**config.mk**
```make
export PLATFORM = sky130hd
export DESIGN_NAME = ordered_stream_table
export DESIGN_NICKNAME = d
export VERILOG_FILES = /design/src/rtl/ost_pkg.sv /design/src/rtl/ordered_stream_table.sv /design/src/rtl/ost_ram.sv /design/src/rtl/ost_dp.sv /design/src/rtl/ost_ctrl.sv
export SDC_FILE = /design/constraint.sdc
export NUM_CORES = 1
export LEC_CHECK = 0
export CAP_MARGIN = 30
export CELL_PAD_IN_SITES_DETAIL_PLACEMENT = 1
export CELL_PAD_IN_SITES_GLOBAL_PLACEMENT = 1
export CORE_AREA = 2 2 305 217
export CTS_CLUSTER_SIZE = 20
export DETAILED_ROUTE_END_ITERATION = 7
export DIE_AREA = 0 0 307 219
export DONT_BUFFER_PORTS = 1
export PLACE_DENSITY_LB_ADDON = 0.1
export SLEW_MARGIN = 20
export SYNTH_ARGS = -nofsm -noshare
export SYNTH_HDL_FRONTEND = slang
export SYNTH_SLANG_ARGS = --single-unit
```
**constraint.sdc**
```tcl
create_clock -name i_clk -period 5.82 [get_ports i_clk]
set_input_delay 1.164 -clock i_clk [delete_from_list [all_inputs] [get_ports i_clk]]
set_output_delay 1.164 -clock i_clk [all_outputs]
set_load 0.01 [all_outputs]
```
**src/rtl/ost_pkg.sv**
```systemverilog
// Shared types and constants for the ordered stream table.
`timescale 1ns / 1ps

package ost_pkg;

    localparam int KEY_W   = 32;
    localparam int MODE_W  = 8;
    // One stored entry: {closed, mode, key}.
    localparam int ENTRY_W = KEY_W + MODE_W + 1;
    localparam int DEPTH_DEF = 16;

    localparam int STATUS_W  = 2;
    localparam int SLOT_W    = 4;
    localparam int REMOVED_W = 5;
    localparam int COUNT_W   = 5;

    typedef enum logic [1:0] {
        OP_PUT   = 2'd0,
        OP_MARK  = 2'd1,
        OP_CLEAN = 2'd2,
        OP_NOP   = 2'd3
    } t_opcode;

    typedef enum logic [STATUS_W-1:0] {
        ST_OK        = 2'd0,
        ST_FULL      = 2'd1,
        ST_NOT_FOUND = 2'd2
    } t_status;

    // Commands from the controller to the datapath.
    typedef struct packed {
        logic    scan_begin;   // latch the key, reset counters, read entry 0
        logic    scan_next;    // advance to the next entry
        logic    mark_hit;     // set the closed flag of the current entry
        logic    pack_step;    // keep or drop the current entry
        logic    pack_end;     // commit the compacted entry count
        logic    put;          // append a new open entry
        logic    emit;         // register a result item
        logic    emit_slot;    // result carries the slot of the put
        logic    emit_removed; // result carries the removed count
        t_status status;
    } t_cmd;

    // Status from the datapath to the controller.
    typedef struct packed {
        logic empty;
        logic full;
        logic match;
        logic last;
    } t_dp_stat;

endpackage

```
**src/rtl/ordered_stream_table.sv**
```systemverilog
// Top level of the ordered stream table: controller plus datapath.
// Put, no-op, and mark or clean on an empty table give their result in the cycle after
// acceptance; a mark reads entries from slot 0 until a match or the last entry, and a clean
// walks all held entries. The entry RAM is read one entry per cycle during a scan.
// A new item is accepted only while idle; busy falls as the result is registered.
// Reset (synchronous, active low) empties the table; entry contents are not cleared.
`timescale 1ns / 1ps

module ordered_stream_table #(
    parameter int DEPTH = ost_pkg::DEPTH_DEF
) (
    input  logic                          i_clk,
    input  logic                          i_rst_n,
    input  logic                          start,
    output logic                          busy,
    input  logic [1:0]                    i_opcode,
    input  logic [ost_pkg::KEY_W-1:0]     i_stream_key,
    input  logic [ost_pkg::MODE_W-1:0]    i_access_mode,
    output logic                          o_done,
    output logic [ost_pkg::STATUS_W-1:0]  o_status,
    output logic [ost_pkg::SLOT_W-1:0]    o_slot,
    output logic [ost_pkg::REMOVED_W-1:0] o_removed_count,
    output logic [ost_pkg::COUNT_W-1:0]   o_entry_count,
    output logic                          o_table_empty
);

    import ost_pkg::*;

    // The controller walks the table; the datapath holds the entries in a RAM
    // with one write and one registered read port. A scan issues one read per
    // cycle and processes the previous read's data in the same cycle, so a
    // clean writes each kept entry back at its compacted slot, which never
    // lies ahead of the slot being read.
    t_cmd     cmd;
    t_dp_stat stat;

    ost_ctrl u_ctrl (
        .i_clk    (i_clk),
        .i_rst_n  (i_rst_n),
        .i_start  (start),
        .i_opcode (i_opcode),
        .i_stat   (stat),
        .o_cmd    (cmd),
        .o_busy   (busy)
    );

    // Each result item is shown for one cycle with o_done high; the receiver
    // cannot stall it, and the next item may be started in that same cycle.
    ost_dp #(
        .DEPTH (DEPTH)
    ) u_dp (
        .i_clk           (i_clk),
        .i_rst_n         (i_rst_n),
        .i_cmd           (cmd),
        .i_stream_key    (i_stream_key),
        .i_access_mode   (i_access_mode),
        .o_stat          (stat),
        .o_done          (o_done),
        .o_status        (o_status),
        .o_slot          (o_slot),
        .o_removed_count (o_removed_count),
        .o_entry_count   (o_entry_count),
        .o_table_empty   (o_table_empty)
    );

endmodule

```
**src/rtl/ost_ram.sv**
```systemverilog
// Generic single-write, single-read RAM with registered read data.
`timescale 1ns / 1ps

module ost_ram #(
    parameter int WIDTH = 8,
    parameter int DEPTH = 16,
    parameter int AW    = (DEPTH > 1) ? $clog2(DEPTH) : 1
) (
    input  logic             i_clk,
    input  logic             i_we,
    input  logic [AW-1:0]    i_waddr,
    input  logic [WIDTH-1:0] i_wdata,
    input  logic [AW-1:0]    i_raddr,
    output logic [WIDTH-1:0] o_rdata
);

    logic [WIDTH-1:0] r_mem [DEPTH];
    logic [WIDTH-1:0] r_rdata;

    always_ff @(posedge i_clk) begin
        if (i_we) begin
            r_mem[i_waddr] <= i_wdata;
        end
        r_rdata <= r_mem[i_raddr];
    end

    assign o_rdata = r_rdata;

endmodule

```
**src/rtl/ost_dp.sv**
```systemverilog
// Datapath of the ordered stream table: entry store, counters and result registers.
`timescale 1ns / 1ps

module ost_dp #(
    parameter int DEPTH = ost_pkg::DEPTH_DEF
) (
    input  logic                        i_clk,
    input  logic                        i_rst_n,
    input  ost_pkg::t_cmd               i_cmd,
    input  logic [ost_pkg::KEY_W-1:0]   i_stream_key,
    input  logic [ost_pkg::MODE_W-1:0]  i_access_mode,
    output ost_pkg::t_dp_stat           o_stat,
    output logic                        o_done,
    output logic [ost_pkg::STATUS_W-1:0]  o_status,
    output logic [ost_pkg::SLOT_W-1:0]    o_slot,
    output logic [ost_pkg::REMOVED_W-1:0] o_removed_count,
    output logic [ost_pkg::COUNT_W-1:0]   o_entry_count,
    output logic                          o_table_empty
);

    import ost_pkg::*;

    localparam int IW = (DEPTH > 1) ? $clog2(DEPTH) : 1;
    localparam int CW = $clog2(DEPTH + 1);

    logic [CW-1:0]      r_occ, n_occ;
    logic [KEY_W-1:0]   r_key;
    logic [CW-1:0]      r_nxt;
    logic [IW-1:0]      r_cur;
    logic [CW-1:0]      r_keep, n_keep;
    logic [CW-1:0]      r_rem, n_rem;

    logic               r_done;
    t_status            r_status;
    logic [SLOT_W-1:0]    r_slot;
    logic [REMOVED_W-1:0] r_removed;
    logic [COUNT_W-1:0]   r_count;
    logic                 r_empty;

    logic               wr_en;
    logic [IW-1:0]      wr_addr;
    logic [ENTRY_W-1:0] wr_data;
    logic [IW-1:0]      rd_addr;
    logic [ENTRY_W-1:0] rd_data;

    logic [CW+4:0]      occ_ext, nocc_ext, rem_ext;
    logic               cur_closed;

    ost_ram #(
        .WIDTH (ENTRY_W),
        .DEPTH (DEPTH)
    ) u_ram (
        .i_clk   (i_clk),
        .i_we    (wr_en),
        .i_waddr (wr_addr),
        .i_wdata (wr_data),
        .i_raddr (rd_addr),
        .o_rdata (rd_data)
    );

    assign cur_closed = rd_data[ENTRY_W-1];
    assign n_keep     = cur_closed ? r_keep : r_keep + CW'(1);
    assign n_rem      = cur_closed ? r_rem + CW'(1) : r_rem;
    assign rd_addr    = i_cmd.scan_begin ? '0 : r_nxt[IW-1:0];

    assign o_stat.empty  = (r_occ == '0);
    assign o_stat.full   = (r_occ == CW'(DEPTH));
    assign o_stat.match  = (rd_data[KEY_W-1:0] == r_key);
    assign o_stat.last   = (r_nxt == r_occ);

    always_comb begin
        wr_en   = 1'b0;
        wr_addr = r_cur;
        wr_data = rd_data;
        n_occ   = r_occ;
        if (i_cmd.put) begin
            wr_en   = 1'b1;
            wr_addr = r_occ[IW-1:0];
            wr_data = {1'b0, i_access_mode, i_stream_key};
            n_occ   = r_occ + CW'(1);
        end else if (i_cmd.mark_hit) begin
            wr_en   = 1'b1;
            wr_addr = r_cur;
            wr_data = {1'b1, rd_data[ENTRY_W-2:0]};
        end else if (i_cmd.pack_step) begin
            wr_en   = !cur_closed;
            wr_addr = r_keep[IW-1:0];
            wr_data = {1'b0, rd_data[ENTRY_W-2:0]};
        end
        if (i_cmd.pack_end) begin
            n_occ = n_keep;
        end
    end

    assign occ_ext  = {5'b0, r_occ};
    assign nocc_ext = {5'b0, n_occ};
    assign rem_ext  = {5'b0, n_rem};

    always_ff @(posedge i_clk) begin
        if (!i_rst_n) begin
            r_occ  <= '0;
            r_done <= 1'b0;
            r_nxt  <= '0;
            r_cur  <= '0;
            r_keep <= '0;
            r_rem  <= '0;
        end else begin
            r_occ  <= n_occ;
            r_done <= i_cmd.emit;
            if (i_cmd.scan_begin) begin
                r_key  <= i_stream_key;
                r_cur  <= '0;
                r_nxt  <= CW'(1);
                r_keep <= '0;
                r_rem  <= '0;
            end else begin
                if (i_cmd.scan_next) begin
                    r_cur <= r_nxt[IW-1:0];
                    r_nxt <= r_nxt + CW'(1);
                end
                if (i_cmd.pack_step) begin
                    r_keep <= n_keep;
                    r_rem  <= n_rem;
                end
            end
        end
    end

    always_ff @(posedge i_clk) begin
        if (i_cmd.emit) begin
            r_status  <= i_cmd.status;
            r_slot    <= i_cmd.emit_slot ? occ_ext[SLOT_W-1:0] : '0;
            r_removed <= i_cmd.emit_removed ? rem_ext[REMOVED_W-1:0] : '0;
            r_count   <= nocc_ext[COUNT_W-1:0];
            r_empty   <= (n_occ == '0);
        end
    end

    assign o_done          = r_done;
    assign o_status        = r_status;
    assign o_slot          = r_slot;
    assign o_removed_count = r_removed;
    assign o_entry_count   = r_count;
    assign o_table_empty   = r_empty;

endmodule

```
**src/rtl/ost_ctrl.sv**
```systemverilog
// Controller of the ordered stream table: sequences put, mark and clean.
`timescale 1ns / 1ps

module ost_ctrl (
    input  logic               i_clk,
    input  logic               i_rst_n,
    input  logic               i_start,
    input  logic [1:0]         i_opcode,
    input  ost_pkg::t_dp_stat  i_stat,
    output ost_pkg::t_cmd      o_cmd,
    output logic               o_busy
);

    import ost_pkg::*;

    typedef enum logic [1:0] {
        S_IDLE,
        S_SCAN,
        S_PACK
    } t_state;

    t_state  r_state, n_state;
    t_opcode op;

    assign op = t_opcode'(i_opcode);

    always_comb begin
        n_state = r_state;
        o_cmd   = '0;
        o_cmd.status = ST_OK;
        case (r_state)
            S_IDLE: begin
                if (i_start) begin
                    case (op)
                        OP_PUT: begin
                            o_cmd.emit = 1'b1;
                            if (i_stat.full) begin
                                o_cmd.status = ST_FULL;
                            end else begin
                                o_cmd.put       = 1'b1;
                                o_cmd.emit_slot = 1'b1;
                            end
                        end
                        OP_MARK: begin
                            if (i_stat.empty) begin
                                o_cmd.emit   = 1'b1;
                                o_cmd.status = ST_NOT_FOUND;
                            end else begin
                                o_cmd.scan_begin = 1'b1;
                                n_state          = S_SCAN;
                            end
                        end
                        OP_CLEAN: begin
                            if (i_stat.empty) begin
                                o_cmd.emit = 1'b1;
                            end else begin
                                o_cmd.scan_begin = 1'b1;
                                n_state          = S_PACK;
                            end
                        end
                        default: begin
                            o_cmd.emit = 1'b1;
                        end
                    endcase
                end
            end
            S_SCAN: begin
                if (i_stat.match) begin
                    o_cmd.mark_hit = 1'b1;
                    o_cmd.emit     = 1'b1;
                    n_state        = S_IDLE;
                end else if (i_stat.last) begin
                    o_cmd.emit   = 1'b1;
                    o_cmd.status = ST_NOT_FOUND;
                    n_state      = S_IDLE;
                end else begin
                    o_cmd.scan_next = 1'b1;
                end
            end
            S_PACK: begin
                o_cmd.pack_step = 1'b1;
                if (i_stat.last) begin
                    o_cmd.pack_end     = 1'b1;
                    o_cmd.emit         = 1'b1;
                    o_cmd.emit_removed = 1'b1;
                    n_state            = S_IDLE;
                end else begin
                    o_cmd.scan_next = 1'b1;
                end
            end
            default: begin
                n_state = S_IDLE;
            end
        endcase
    end

    always_ff @(posedge i_clk) begin
        if (!i_rst_n) begin
            r_state <= S_IDLE;
        end else begin
            r_state <= n_state;
        end
    end

    assign o_busy = (r_state != S_IDLE);

endmodule
```
Yosys cells after proc, flatten, opt, wreduce, memory -nomap -nowiden
Memory sizes are Yosys's and may differ from the RTL's. A register that Yosys moved wholly into a read port is not among the register bits. Index checks and enable logic that the tools add are counted.

Bits of input ports: 45. Memories: 1. Bits in writable memories: 656. Bits in registers: 76. Output and inout bits: 19. Logic and storage cells: 95.

Bitwise operators: 1. Muxes and demuxes: 53. Reductions and logical operators: 11. Add/sub/neg operators: 4. Eq/ne operators: 11.

Memory list: u_dp.u_ram.r_mem (depth 16, bits a word 41, rd ports 1, clocked after Yosys merged registers in 1, write ports 1, RTL line ost_ram.sv:17) `logic [WIDTH-1:0] r_mem [DEPTH];`.

Operators by type and width (number): $mux 41 (3); $eq 32x32->1 (1); $mux 1 (25); $add 5x1->5 const B (4); $mux 2 (10); $mux 5 (4); $mux 4 (4); $pmux 2 s2 (3); $logic_not 5->1 (2); $ne 3x3->1 const B (3); $pmux 2 s3 (1); $eq 5x5->1 (1); $eq 5x5->1 const B (1); $eq 2x1->1 const B (2); $eq 2x2->1 const B (2); $logic_not 2->1 (2); $reduce_and 4->1 (1); $reduce_bool 2->1 (2); $reduce_or 2->1 (2); $mux 3 (1); $pmux 1 s3 (1); $ne 2x2->1 const B (1); $pmux 1 s2 (1); $reduce_and 2->1 (1); other kinds (2) (2).

Depth between registers and ports, before layout
Gate-level depths: netlist (run 1).

Depth after elaboration: 8. Mapped depth: 11. Gate-level depth less buffers: 10.

By module
From an unflattened synthesis (run 1), not the netlist that was laid out.

Cells, all modules: 1423. Area, all modules: 29572.1 µm².

By module, submodules not included: ost_ram (area each 25369.3 µm², seq. area each 20519.7 µm², cells an instance 1066, times used 1); ost_dp (area each 3852.4 µm², seq. area each 1971.9 µm², cells an instance 308, times used 1); ost_ctrl (area each 350.3 µm², seq. area each 40.0 µm², cells an instance 49, times used 1).

Worst setup path after synthesis (run 1)
OpenSTA, ideal clock, no wires.

Path type: input-to-reg. From: input i_opcode[0]. To: memory u_dp.u_ram.r_mem[8][0] in the netlist's numbering, enable pin. Buffers on the path: 2. Setup slack: 1.416 ns. Setup time: 0.423 ns. Data required time: 5.397 ns. Data arrival time: 3.981 ns. Stages: 10. Cells stage by stage: inv_1 ha_1 and3_4 and2_4 buf_6 buf_2 o21bai_1 o311ai_2 o21bai_4 nor2_1.

Cells in the longest elaborated chain, start to end: 7. Elaborated cells between the ends (all ways): 8. Those cells by class: mux (7); reduce/logical (1).

RTL lines: from (decl) (RTL line ordered_stream_table.sv:16) `input logic [1:0] i_opcode,`; $logic_not 2->1 (*) (RTL line ost_ctrl.sv:34) `case (op)`; $mux 1 (*) (RTL line ost_ctrl.sv:34); $mux 3 (*) (RTL line ost_ctrl.sv:33) `if (i_start) begin`; $mux 1 (*) (RTL line ost_ctrl.sv:31) `case (r_state)`; $mux 1 (RTL line ost_dp.sv:76) `if (i_cmd.put) begin`; $mux 1 (RTL line ost_ram.sv:21) `if (i_we) begin`; $mux 1 (not written as such) (RTL line ost_ram.sv:22) `r_mem[i_waddr] <= i_wdata;`; to (decl) (RTL line ost_ram.sv:17).

Every way passes the cells marked *; elsewhere a longest branch is shown, timed or not.

Worst setup path after layout (run 1)
From: register u_dp.r_key[8]. To: memory u_dp.u_ram.r_mem[1][30] in the netlist's numbering, enable pin.

Cells in the longest elaborated chain, start to end: 7. Elaborated cells between the ends (all ways): 9. Those cells by class: eq/ne (1); mux (8).

RTL lines: from (decl) (RTL line ost_dp.sv:27) `logic [KEY_W-1:0] r_key;`; from (signal assigned) (RTL line ost_dp.sv:111) `r_key <= i_stream_key;`; $eq 32x32->1 (*) (RTL line ost_dp.sv:68) `assign o_stat.match = (rd_data[KEY_W-1:0] == r_key);`; $mux 1 (*) (RTL line ost_ctrl.sv:68) `if (i_stat.match) begin`; $mux 1 (*) (RTL line ost_ctrl.sv:31); $mux 1 (RTL line ost_dp.sv:81) `end else if (i_cmd.mark_hit) begin`; $mux 1 (RTL line ost_dp.sv:76); $mux 1 (RTL line ost_ram.sv:21); $mux 1 (not written as such) (RTL line ost_ram.sv:22).

Marked as above.

==> impl_metrics.toml, run 1 <==
[sta]
setup_viol = 0
rsz0062_at_grt = "no"
fin_tns_setup_ps = 0
maxSlewViolCount = 0
tightest_slew_ps = 980.9
finalHoldViolCount = 0
worst_slack_ps = 1710
finalCritPeriodShare = 0.7062
max_slew_margin = 0.3461
hold_ws_ps = 497.5
skew_ps = 29.63
max_clock_freq_ghz = 0.2433
min_period_ps = 4110

[worst_setup_path]
cp_slowest_cell = "nor4_4"
path_class = "register to register"
worst-r2r-setup-slack_ps = 1710
max_stage_delay_ps = 670
endpoint = "u_dp.u_ram.r_mem[1][30]$_DFFE_PP_"
startpoint = "u_dp.r_key[8]$_DFFE_PP_"
worstPathCellList = "xnor2_1 -> nand4_1 -> nor4_4 -> and2_1 -> o311ai_1 -> or2_1 -> nor2_4 -> buf_12"
crit_family = "simple AND/OR/NAND/NOR gates"
cp_data_required_time_ps = 6100
rr_worst_depth = 8
critPathBufInv = 1
r2r-start = "u_dp.r_key[8]$_DFFE_PP_"
worst_setup_path_end_kind = "register"
critical_path_depth = 8
worstPathArrival_ps = 4390
r2r-end = "u_dp.u_ram.r_mem[1][30]$_DFFE_PP_"
crit_fanout = 21
worstSetupStartpointType = "register"

[placed_design]
place.gp.congestion = 0.7196
port_buffers = 0
place_ws_ps = 1142
placedCellCount = 2442
dpl_cell_area_um2 = 26670
hpwl_um = 35250

[clock_network]
clk_latency_ps = 610
cts_setup_buffers = 0
cts_buffers = 66
htree_levels = 3
cts_hold_buffers = 0
cts_root_buffer = "clkbuf_16"
clk_pin_slew_ps = 60
cts_tree = "built"
cts.sinks = 637
cts_resized = 0
clk_path_buf_depth = 3

[final_layout]
syn_to_final_growth_pct = 13.15
final_util = 0.4484
fin_nets = 1728
fin_cells = 2566
drive_above_1_share = 0.1154
fillers = 6236
mostFrequentLayoutCell = "edfxtp_1"
final_cell_mix = "577 x edfxtp_1, 214 x nand2_1, 210 x mux2i_1"
final_area_um2 = 28800

[yosys]
synth-async-reset-ratio = 0
synth_top_area_share = 0.6808
synth_area_leader_cell = "edfxtp_1"
synthCells = 1662
synth_seq_area_share = 0.7280
synth_cell_types = 61
syn_nets = 1719
synth_area_um2 = 25450
synth-seq-cells = 637
synth_edf_count = 577
synth_warnings = 0
avgSynthCellArea_um2 = 15.31
synthFlopType = "edfxtp_1"
synth_area_leaders = "edfxtp_1 68%, mux2i_1 8.3%, dfxtp_1 4.7%"

[route]
routedWlPerCell_um = 26.52
drtIter0Drc = 968
dr.pass1.iters = 4
avgViaCountPerCell = 5.470
vias = 14040
antenna_left = 0
totalWireLength_um = 68050
drc = 0

[floorplan]
dieWidth_um = 307
placementRows = 78
core_um2 = 64220
die_area_um2 = 67230
die_h_um = 219
io_pins = 64
initial_core_util = 0.3963

[job]
maxCapViolations = 0

[power]
power.switching_mw = 2.187
p_total_mw = 9.950
switching_share = 0.2198
p_per_area_nw_per_um2 = 345.5
p_leak_nw = 9.107
p_int_mw = 7.763
max-vdd-ir-drop_mv = 0.2142
pwr-share-clk = 0.421
pwr-share-comb = 0.051
seq_power_share = 0.528

[global_routing]
track_usage = 0.2060
grt-ovfl-total = 0
grt_max_degree = 69
grt_pass1_vias = 14630
grt_first_pass_wirelength_um = 100200
grt_antenna_before_repair = 4

[outcome]
status = "completed"

[min_path]
hold_path.class = "register to register"
min-delay-start = "u_dp.r_rem[1]$_SDFFE_PP0P_"
==> kinds of logic after synthesis <==
kind of cell,after synthesis,share of synthesized area
and+or+nand+nor,465,0.08638
xor gates and xnor gates,58,0.01996
buffers and inverters,107,0.02030
AOI/OAI and AO/OA,139,0.04159
adders and majority gates,12,0.005899
muxes,244,0.09788
DFF,637,0.7280
==> power groups by stage <==
stage	registers, mW	clock network, mW	logic [mW]
2_1_floorplan	5.33	0	0.338
3_3_place_gp	5.35	0	0.485
3_5_place_dp	5.36	0	0.504
4_1_cts	5.26	4.29	0.507
5_1_grt	5.26	4.48	0.557
6_report	5.26	4.19	0.504
==> worst min-delay path by stage <==
| stage | end | slack [ps] | cells after the start |
|---|---|---|---|
| 6_report | u_dp.r_rem[1]$_SDFFE_PP0P_ | 500 | 2 |
| 5_1_grt | u_dp.r_rem[1]$_SDFFE_PP0P_ | 540 | 2 |
| 4_1_cts | u_dp.r_rem[1]$_SDFFE_PP0P_ | 500 | 2 |
| 3_5_place_dp | u_dp.r_rem[1]$_SDFFE_PP0P_ | 490 | 2 |
| 3_3_place_gp | u_dp.r_rem[1]$_SDFFE_PP0P_ | 480 | 2 |
| 2_1_floorplan | u_dp.r_rem[1]$_SDFFE_PP0P_ | 460 | 2 |
==> worst reg2reg max path: cells and delay by family (launching register included) <==
kind / cells / cell delay (ps)
and+or+nand+nor: 5 / 2440
xor gates and xnor gates: 1 / 420
DFF: 1 / 380
AOI/OAI and AO/OA: 1 / 210
buffers and inverters: 1 / 320
==> cells in the mapped netlist, types with 2 or more instances <==
library cell,instances
a21oi_1,44
and2_1,10
and3_1,2
buf_1,4
buf_2,20
buf_4,14
buf_6,5
clkbuf_1,50
dfxtp_1,60
edfxtp_1,577
ha_1,12
inv_1,13
mux2_2,32
mux2i_1,210
nand2_1,215
nand2b_1,5
nand3_1,114
nand4_1,45
nor2_1,50
nor3_1,6
nor4_4,2
o21ai_0,5
o21ai_1,2
o21ai_2,2
o21bai_1,3
o221ai_1,66
o2bb2ai_1,2
or3_1,2
or4_1,2
xnor2_1,40
xor2_1,18
==> state kept, by name, indices dropped and copies added (netlist names) <==
signal	count
u_dp.r_occ	5
u_dp.o_table_empty	1
u_ctrl.r_state	2
u_dp.o_entry_count	5
u_dp.o_removed_count	5
u_dp.o_done	1
u_dp.o_status	2
u_dp.u_ram.o_rdata	33
u_dp.u_ram.r_mem	528
u_dp.r_rem	5
u_dp.r_keep	5
u_dp.r_nxt	5
u_dp.r_key	32
u_dp.o_slot	4
u_dp.r_cur	4
==> metal layers <==
layer / wire (um) / part of all wire / global-route usage
met2: 31740 / 0.47 / 0.3321
met5: 27 / 0.00040 / 0
met3: 2959 / 0.043 / 0.04037
met1: 32270 / 0.47 / 0.2924
met4: 1061 / 0.016 / 0.03902
==> cell type report <==
cell class,instances,area (um^2),area share
clock buffer,89,1769,0.06144
inverter,14,52.55,0.001825
tap,840,1051,0.03650
multi-input combinational,918,6571,0.2282
antenna,2,5.005,0.0001738
sequential,637,18540,0.6436
clock inverter,32,336.6,0.01169
timing repair buffer,34,476.7,0.01655
Power figures use the tool's default switching activity.
==> run 2: changes to the inputs <==
==> constraint.sdc (replaced) <==
create_clock -name i_clk -period 3.76 [get_ports i_clk]
set_input_delay 0.752 -clock i_clk [delete_from_list [all_inputs] [get_ports i_clk]]
set_output_delay 0.752 -clock i_clk [all_outputs]
set_load 0.01 [all_outputs]
==> run 2 against run 1 <==
Combinational power up 65%. Highest routed layer unchanged. Clock power rose by 55%. Die area is the same. Fmax rose by 21%. Via count is 1.1% higher. Non-clock buffer count increased by 39.
==> impl_metrics.toml, run 2 (same netlist as run 1, synthesis figures left out) <==
[clock_network]
cts.sinks = 637
htree_levels = 3
cts_hold_buffers = 0
cts_tree = "built"
cts_root_buffer = "clkbuf_16"
clk_latency_ps = 630
clk_path_buf_depth = 3
cts_resized = 0
cts_setup_buffers = 0
cts_buffers = 66
clk_pin_slew_ps = 60

[final_layout]
mostFrequentLayoutCell = "edfxtp_1"
fin_nets = 1767
syn_to_final_growth_pct = 14.92
top_register = "u_dp.u_ram.r_mem"
fillers = 6270
largest_register_ff_count = 528
final_util = 0.4555
drive_above_1_share = 0.1373
multiInputGateArea_um2 = 6565
final_cell_mix = "577 x edfxtp_1, 214 x nand2_1, 210 x mux2i_1"
regArea_um2 = 18540

[route]
avgViaCountPerCell = 5.442
vias = 14190
drtIter0Drc = 1007
wl_met1_um = 33180
totalWireLength_um = 69340
antenna_left = 0
routedWlPerCell_um = 26.59
top_layer_used = "met5"
dr_wl_met3_um = 3156
dr.pass1.iters = 5
route.met2.wl_um = 31680
drc = 0

[worst_setup_path]
crit_fanout = 15
cp_data_required_time_ps = 4040
r2r-start = "u_dp.r_key[9]$_DFFE_PP_"
startpoint = "u_dp.r_key[9]$_DFFE_PP_"
worstPathArrival_ps = 3690
worstSetupStartpointType = "register"
worst-r2r-setup-slack_ps = 360
worst_setup_path_end_kind = "register"
path_class = "register to register"

[sta]
hold_ws_ps = 216.3
finalHoldViolCount = 0
min_period_ps = 3405
setup_viol = 0
tightest_slew_ps = 1227
maxSlewViolCount = 0
worst_slack_ps = 355.3
max_clock_freq_ghz = 0.2937
finalCritPeriodShare = 0.9055
max_slew_margin = 0.1823
skew_ps = 26.53
fin_tns_setup_ps = 0
rsz0062_at_grt = "no"

[floorplan]
die_area_um2 = 67230
core_um2 = 64220
io_pins = 64
initial_core_util = 0.3963
die_h_um = 219
dieWidth_um = 307
placementRows = 78

[min_path]
min-delay-start = "i_stream_key[12]"
hold_path.class = "primary input to register"

[placed_design]
hpwl_um = 38630
place.gp.congestion = 0.7436
port_buffers = 0
place_ws_ps = 353.2

[outcome]
status = "completed"

[global_routing]
grt_pass1_vias = 14670
grt_first_pass_wirelength_um = 101700
grt-ovfl-total = 0
grt_max_degree = 121
track_usage = 0.2102
grt_antenna_before_repair = 7

[power]
p_per_area_nw_per_um2 = 528.5
p_leak_nw = 9.345
max-vdd-ir-drop_mv = 0.3579
p_total_mw = 15.46

[job]
maxCapViolations = 0
-- run 2: changes by cell type in the layout (fill, tap and decap cells not counted), moves of 2 or more --
cell | before | now
buf_4 | 18 | 43
buf_12 | 11 | 30
clkinv_1 | 14 | 9
buf_16 | 4 | 0
clkinv_2 | 5 | 8
diode_2 | 2 | 5
clkbuf_8 | 1 | 3
-- run 2: path summary, 6_finish.rpt --
| check | end | depth (start not counted) |
|---|---|---|
| min | u_dp.r_key[12]$_DFFE_PP_ | 0 |
| min reg2reg | u_dp.r_rem[1]$_SDFFE_PP0P_ | 2 |
| max | u_dp.u_ram.r_mem[15][30]$_DFFE_PP_ | 8 |
| max reg2reg | u_dp.u_ram.r_mem[15][30]$_DFFE_PP_ | 8 |
-- run 2: layer usage --
layer	GRT usage	up-vias
li1	-	6448
met1	0.2992	7399
met2	0.3269	250
met3	0.04500	93
met4	0.05707	4
met5	0	-
-- run 2: area by class of cell --
class	count	share of cell area
inverters	14	0.001797
diodes	5	0.0004278
clock buffers	91	0.06143
multi-input cells	918	0.2245
repair buffers	73	0.03157
flip-flops and latches	637	0.6337
clock inverters	30	0.01065
well taps	840	0.03593
-- run 2: worst max-delay path: stages, from the launching register on --
cell	delay, ps
edfxtp_1	390
xnor2_1	340
nand4_1	330
nor4_4	610
and2_1	220
o311ai_1	180
nand2b_1	410
nor2_4	240
buf_4	330
-- run 2: power breakdown --
part	total, mW	internal (mW)	switching (mW)
clock network	6.49	3.72	2.78
logic	0.834	0.253	0.581
registers	8.13	8.04	0.0873
total	15.5	12.0	3.44
-- run 2: stage by stage --
step / cells / cell area (um^2)
after global routing: 2607 / 29250
after CTS: 2603 / 29240
final: 2608 / 29250
after floorplan: 1662 / 25470
after global placement: 2482 / 27130
after detailed placement: 2482 / 27130
